### src/rtl/lbs_pkg.sv
`timescale 1ns / 1ps
// ----------------------------------------------------------------------------
// lbs_pkg - shared types and constants for linear blend vertex skinning
// Fixed-point widths, request and status codes, and pipeline depths.
// ----------------------------------------------------------------------------
package lbs_pkg;

	localparam int MAX_JOINTS_DEF = 64;
	localparam int INFLUENCES_DEF = 4;
	localparam int WORDS          = 12;
	localparam int ROWS           = 3;
	localparam int COLS           = 4;

	localparam int W_W      = 16;   // Q0.16 weight
	localparam int JIDX_W   = 8;    // packed joint index
	localparam int WSUM_W   = 18;   // sum of up to four weights
	localparam int PW_W     = 48;   // weighted coordinate
	localparam int ACC_W    = 50;   // accumulated coordinate
	localparam int CNT_W    = 7;    // joint count register
	localparam int LIMIT_W  = 9;    // effective joint limit, at most 127

	localparam int QW         = 32;
	localparam int DIV_STEP   = 4;
	localparam int DIV_STAGES = QW / DIV_STEP;

	localparam int XF_LAT   = 3;
	localparam int DIV_LAT  = 2 + DIV_STAGES;
	localparam int TAG_LAST = 1 + XF_LAT + 2 + DIV_LAT;

	localparam logic [CNT_W-1:0] JOINT_COUNT_RST = 7'd64;

	typedef logic signed [31:0] q16_t;

	typedef enum logic {
		REQ_WRITE = 1'b0,
		REQ_SKIN  = 1'b1
	} req_t;

	typedef enum logic [1:0] {
		ST_SKINNED = 2'd0,
		ST_PASS    = 2'd1,
		ST_RANGE   = 2'd2,
		ST_WRITTEN = 2'd3
	} status_t;

	typedef struct packed {
		status_t           status;
		q16_t              px;
		q16_t              py;
		q16_t              pz;
		logic [WSUM_W-1:0] wsum;
	} tag_t;

endpackage

### src/rtl/lbs_div.sv
`timescale 1ns / 1ps
// ----------------------------------------------------------------------------
// lbs_div - pipelined rounding divider for one coordinate
// Adds half the divisor, flags quotients beyond 31 bits, then retires four
// quotient bits per stage by restoring division.
// ----------------------------------------------------------------------------
module lbs_div (
	input  logic                           clk,
	input  logic                           en,
	input  logic [lbs_pkg::ACC_W-1:0]      mag,
	input  logic                           neg,
	input  logic [lbs_pkg::WSUM_W-1:0]     dvs,
	output logic [lbs_pkg::QW-1:0]         quo,
	output logic                           ovf,
	output logic                           neg_out
);

	localparam int DW = lbs_pkg::WSUM_W;
	localparam int QW = lbs_pkg::QW;
	localparam int NS = lbs_pkg::DIV_STAGES;
	localparam int NW = lbs_pkg::ACC_W;

	logic [NW-1:0] n_s7;
	logic [DW-1:0] d_s7;
	logic          neg_s7;

	logic [DW-1:0] r_s   [NS+1];
	logic [QW-1:0] nlo_s [NS+1];
	logic [QW-1:0] q_s   [NS+1];
	logic [DW-1:0] d_s   [NS+1];
	logic          ovf_s [NS+1];
	logic          neg_s [NS+1];

	always_ff @(posedge clk) begin
		if (en) begin
			n_s7   <= mag + NW'(dvs >> 1);
			d_s7   <= dvs;
			neg_s7 <= neg;
		end
	end

	// The quotient fits in 31 bits exactly when the numerator is below d * 2^31.
	always_ff @(posedge clk) begin
		if (en) begin
			ovf_s[0] <= n_s7 >= {1'b0, d_s7, 31'b0};
			r_s[0]   <= n_s7[NW-1 -: DW];
			nlo_s[0] <= n_s7[QW-1:0];
			q_s[0]   <= '0;
			d_s[0]   <= d_s7;
			neg_s[0] <= neg_s7;
		end
	end

	for (genvar g = 0; g < NS; g++) begin : g_step
		logic [DW-1:0] r_nx;
		logic [QW-1:0] n_nx;
		logic [QW-1:0] q_nx;

		always_comb begin
			logic [DW:0] rx;
			r_nx = r_s[g];
			n_nx = nlo_s[g];
			q_nx = q_s[g];
			rx   = '0;
			for (int b = 0; b < lbs_pkg::DIV_STEP; b++) begin
				rx   = {r_nx, n_nx[QW-1]};
				n_nx = {n_nx[QW-2:0], 1'b0};
				q_nx = {q_nx[QW-2:0], 1'b0};
				if (rx >= {1'b0, d_s[g]}) begin
					rx      = rx - {1'b0, d_s[g]};
					q_nx[0] = 1'b1;
				end
				r_nx = rx[DW-1:0];
			end
		end

		always_ff @(posedge clk) begin
			if (en) begin
				r_s[g+1]   <= r_nx;
				nlo_s[g+1] <= n_nx;
				q_s[g+1]   <= q_nx;
				d_s[g+1]   <= d_s[g];
				ovf_s[g+1] <= ovf_s[g];
				neg_s[g+1] <= neg_s[g];
			end
		end
	end

	assign quo     = q_s[NS];
	assign ovf     = ovf_s[NS];
	assign neg_out = neg_s[NS];

endmodule

### config.mk
export PLATFORM = sky130hd
export DESIGN_NAME = lbs_div
export DESIGN_NICKNAME = d
export VERILOG_FILES = /design/src/rtl/lbs_pkg.sv /design/src/rtl/lbs_div.sv
export SDC_FILE = /design/constraint.sdc
export NUM_CORES = 2
export LEC_CHECK = 0
export ABC_AREA = 1
export BUFFER_PORTS_ARGS = -buffer_cell sky130_fd_sc_hd__buf_2
export CORE_ASPECT_RATIO = 2
export CORE_MARGIN = 2
export CORE_UTILIZATION = 50
export DETAILED_ROUTE_END_ITERATION = 10
export PLACE_DENSITY_LB_ADDON = 0.2
export SLEW_MARGIN = 20
export SYNTH_ARGS = -nofsm -noshare
export SYNTH_HDL_FRONTEND = slang
export SYNTH_SLANG_ARGS = --single-unit
### constraint.sdc
create_clock -name clk -period 9.65 [get_ports clk]
set_input_delay 0.965 -clock clk [delete_from_list [all_inputs] [get_ports clk]]
set_output_delay 0.965 -clock clk [all_outputs]
set_load 0.01 [all_outputs]
==> impl_metrics.py <==
metrics = {
    "route": {
        "via_per_inst": 5.70,
        "drc": 0,
        "wl_per_cell_um": 22.9,
        "dr_wl_met3_mm": 8.66,
        "drt_first_iter_violations": 3147,
        "drtPass1Iterations": 6,
        "wirelength_mm": 210,
        "vias": 52400,
        "wl_met2_mm": 111,
        "wl_met1_mm": 59.5,
        "dr.max_layer_used": "met5",
        "ant_nets": 0,
    },
    "placement": {
        "dpl.cell_count": 9035,
        "portBuffers": 104,
        "gp_congestion": 1.04,
        "dp_hpwl_mm": 173,
        "dp_slack_ns": 0.305,
    },
    "setup_path": {
        "critPathKind": "reg -> reg",
        "ff2ff_path_depth": 50,
        "cp_max_fo": 22,
        "r2r-start": "d_s[0][5]$_DFFE_PP_",
        "path_depth": 50,
        "worstReg2RegEnd": "r_s[0][35]$_DFFE_PP_",
        "crit_path_end": "r_s[0][35]$_DFFE_PP_",
        "worstSetupStartpointType": "register",
        "cp_slowest_cell": "edfxtp_1",
        "crit_buf_inv": 10,
        "worst_ep_required_time_ns": 10.07,
        "max_stage_delay_ns": 0.54,
        "reg2reg_slack_ns": 0.50,
        "crit_family": "compound AO/OA/AOI/OAI gates",
        "startpoint": "d_s[0][5]$_DFFE_PP_",
        "worst-endpoint-arrival_ns": 9.57,
        "endpoint_kind": "register",
        "cp_common_cell": "nand2_1",
    },
    "yosys": {
        "synth_cells": 7262,
        "synth_seq_cells": 663,
        "yosysWarnings": 0,
        "syn_nets": 7976,
        "async_flop_share": 0,
        "avgSynthCellArea_um2": 7.85,
        "ys.flop_type": "edfxtp_1",
        "synth_area_mm2": 0.0570,
        "synth_edf_count": 663,
        "yosysSeqAreaShare": 0.349,
        "ys_types": 61,
    },
    "cts": {
        "clockBufferDepth": 3,
        "cts_inserted_buffers": 67,
        "clk_latency_ns": 0.69,
        "numClockSinks": 663,
        "cts_tree": "yes",
        "path_clk_slew_ns": 0.07,
        "clock_tree.root_cell": "clkbuf_16",
        "hold_buffers": 0,
        "htreeDepth": 3,
    },
    "timing": {
        "hold_slack_ns": 0.410,
        "period_minus_slack_ns": 9.15,
        "fin_ws_ns": 0.501,
        "min_period_over_period": 0.948,
        "slew_viol_final": 0,
        "tightestPinTransition_ns": 1.16,
        "max_slew_margin": 0.226,
        "finalSetupViolations": 0,
        "timing.final.hold_violations": 0,
        "finalClockSkew_ns": 0.0323,
        "max_freq_mhz": 109,
    },
    "layout": {
        "layout.nets": 8337,
        "drive_gt1_frac": 0.0864,
        "utilization": 0.560,
        "layout.cells.non_filler": 9183,
        "n_fill_cell": 10900,
        "area_growth_pct": 11.4,
    },
    "floorplan": {
        "fp.dieH_um": 481,
        "start_util": 0.502,
        "core_area_mm2": 0.113,
        "die_area_mm2": 0.117,
        "rows": 175,
        "die_w_um": 243,
        "io_pins": 105,
    },
    "outcome": {
        "status": "complete, no violations",
    },
    "global_route": {
        "grt-ovfl-total": 0,
        "grt_pass1_vias": 53400,
        "grt_start_max_net_pins": 147,
        "grt_pass1_wl_mm": 309,
        "antenna_found_initial": 7,
        "grt_use_total": 0.357,
    },
    "hold_path": {
        "worstHoldStart": "q_s[4][13]$_DFFE_PP_",
        "worstHoldPathCells": 0,
        "min_path_type": "reg -> reg",
    },
    "job": {
        "drv_cap": 0,
    },
}
[worst min-delay path by stage]
stage,endpoint
floorplan,neg_s[0][0]$_DFFE_PP_
global placement,q_s[7][6]$_DFFE_PP_
detailed placement,nlo_s[0][115]$_DFFE_PP_
CTS,q_s[5][17]$_DFFE_PP_
global route,nlo_s[0][253]$_DFFE_PP_
finish,q_s[5][17]$_DFFE_PP_
[stage by stage]
| step | TNS, ns | area [um^2] |
|---|---|---|
| after floorplan | 0 | 57000 |
| after global placement | 0 | 60900 |
| after detailed placement | 0 | 60900 |
| after CTS | 0 | 63200 |
| after global routing | -0.0215 | 63500 |
| final | 0 | 63500 |
[what timing repair did]
item | in CTS | in global routing
gates resized for setup | 0 | 57
endpoints found under the setup margin | 0 | 113
buffers inserted | 0 | 23
[Yosys cell counts, types with 25 or more instances]
| cell type | number | share of area |
|---|---|---|
| nand2_1 | 2153 | 0.14 |
| inv_1 | 814 | 0.054 |
| edfxtp_1 | 663 | 0.35 |
| ha_1 | 611 | 0.13 |
| a21oi_1 | 533 | 0.047 |
| nand3_1 | 474 | 0.042 |
| nor2_1 | 392 | 0.026 |
| o21ai_0 | 353 | 0.031 |
| xor2_1 | 255 | 0.039 |
| xnor2_1 | 221 | 0.034 |
| nand4_1 | 86 | 0.0094 |
| o21ai_1 | 80 | 0.0070 |
| nor3_1 | 66 | 0.0058 |
| a21o_1 | 41 | 0.0054 |
| nand3b_1 | 41 | 0.0054 |
| a31oi_1 | 39 | 0.0043 |
| buf_2 | 33 | 0.0029 |
| fa_1 | 32 | 0.011 |
| o21bai_1 | 32 | 0.0042 |
| or2_2 | 31 | 0.0034 |
| nand2_2 | 25 | 0.0027 |
[registers in the layout, indices dropped and copies added (netlist names)]
name,count
n_s7,50
neg_s7,1
neg_s,9
nlo_s,144
r_s,144
d_s,144
q_s,144
d_s7,18
ovf_s,9
[logic make-up after synthesis]
kind of cell | share of synthesized area
AO/OA/AOI/OAI | 0.115
XOR/XNOR | 0.0732
adder cells (fa/ha/maj) | 0.145
buffers and inverters | 0.0659
flip-flops | 0.349
AND/OR/NAND/NOR | 0.251
[per-layer routing]
layer | GRT usage | vias to the layer above
met3 | 0.0584 | 1045
met2 | 0.679 | 1773
li1 | - | 25300
met4 | 0.428 | 2
met1 | 0.277 | 24200
met5 | 0 | -
[cells in the final DEF, fill, tap and decap left out, types with 22 or more instances in the layout]
master,instances
nand3b_1,41
nand3_1,473
nand2_1,2151
nor4_1,22
xor2_1,255
nor2_1,389
o21bai_1,32
nand2_2,26
buf_2,103
o21ai_1,93
inv_1,803
nand4_1,86
clkbuf_16,68
nor3_1,64
edfxtp_1,663
xnor2_1,221
or2_2,31
buf_4,267
a21o_1,41
fa_1,32
a31oi_1,39
a21oi_1,530
ha_1,606
o21ai_0,338
[layout make-up]
cell class / count / area, um^2 / area share
Multi-Input combinational cell: 5673 / 33400 / 0.526
Tap cell: 1504 / 1880 / 0.0296
Clock inverter: 47 / 515 / 0.00812
Timing Repair Buffer: 389 / 2900 / 0.0456
Clock buffer: 75 / 1730 / 0.0272
Sequential cell: 663 / 19900 / 0.314
Inverter: 829 / 3140 / 0.0494
Antenna cell: 3 / 7.51 / 0.000118
Power is left out: the tool's default activity adds up to more than one toggle a clock period on the data nets, which glitch-free logic cannot reach.
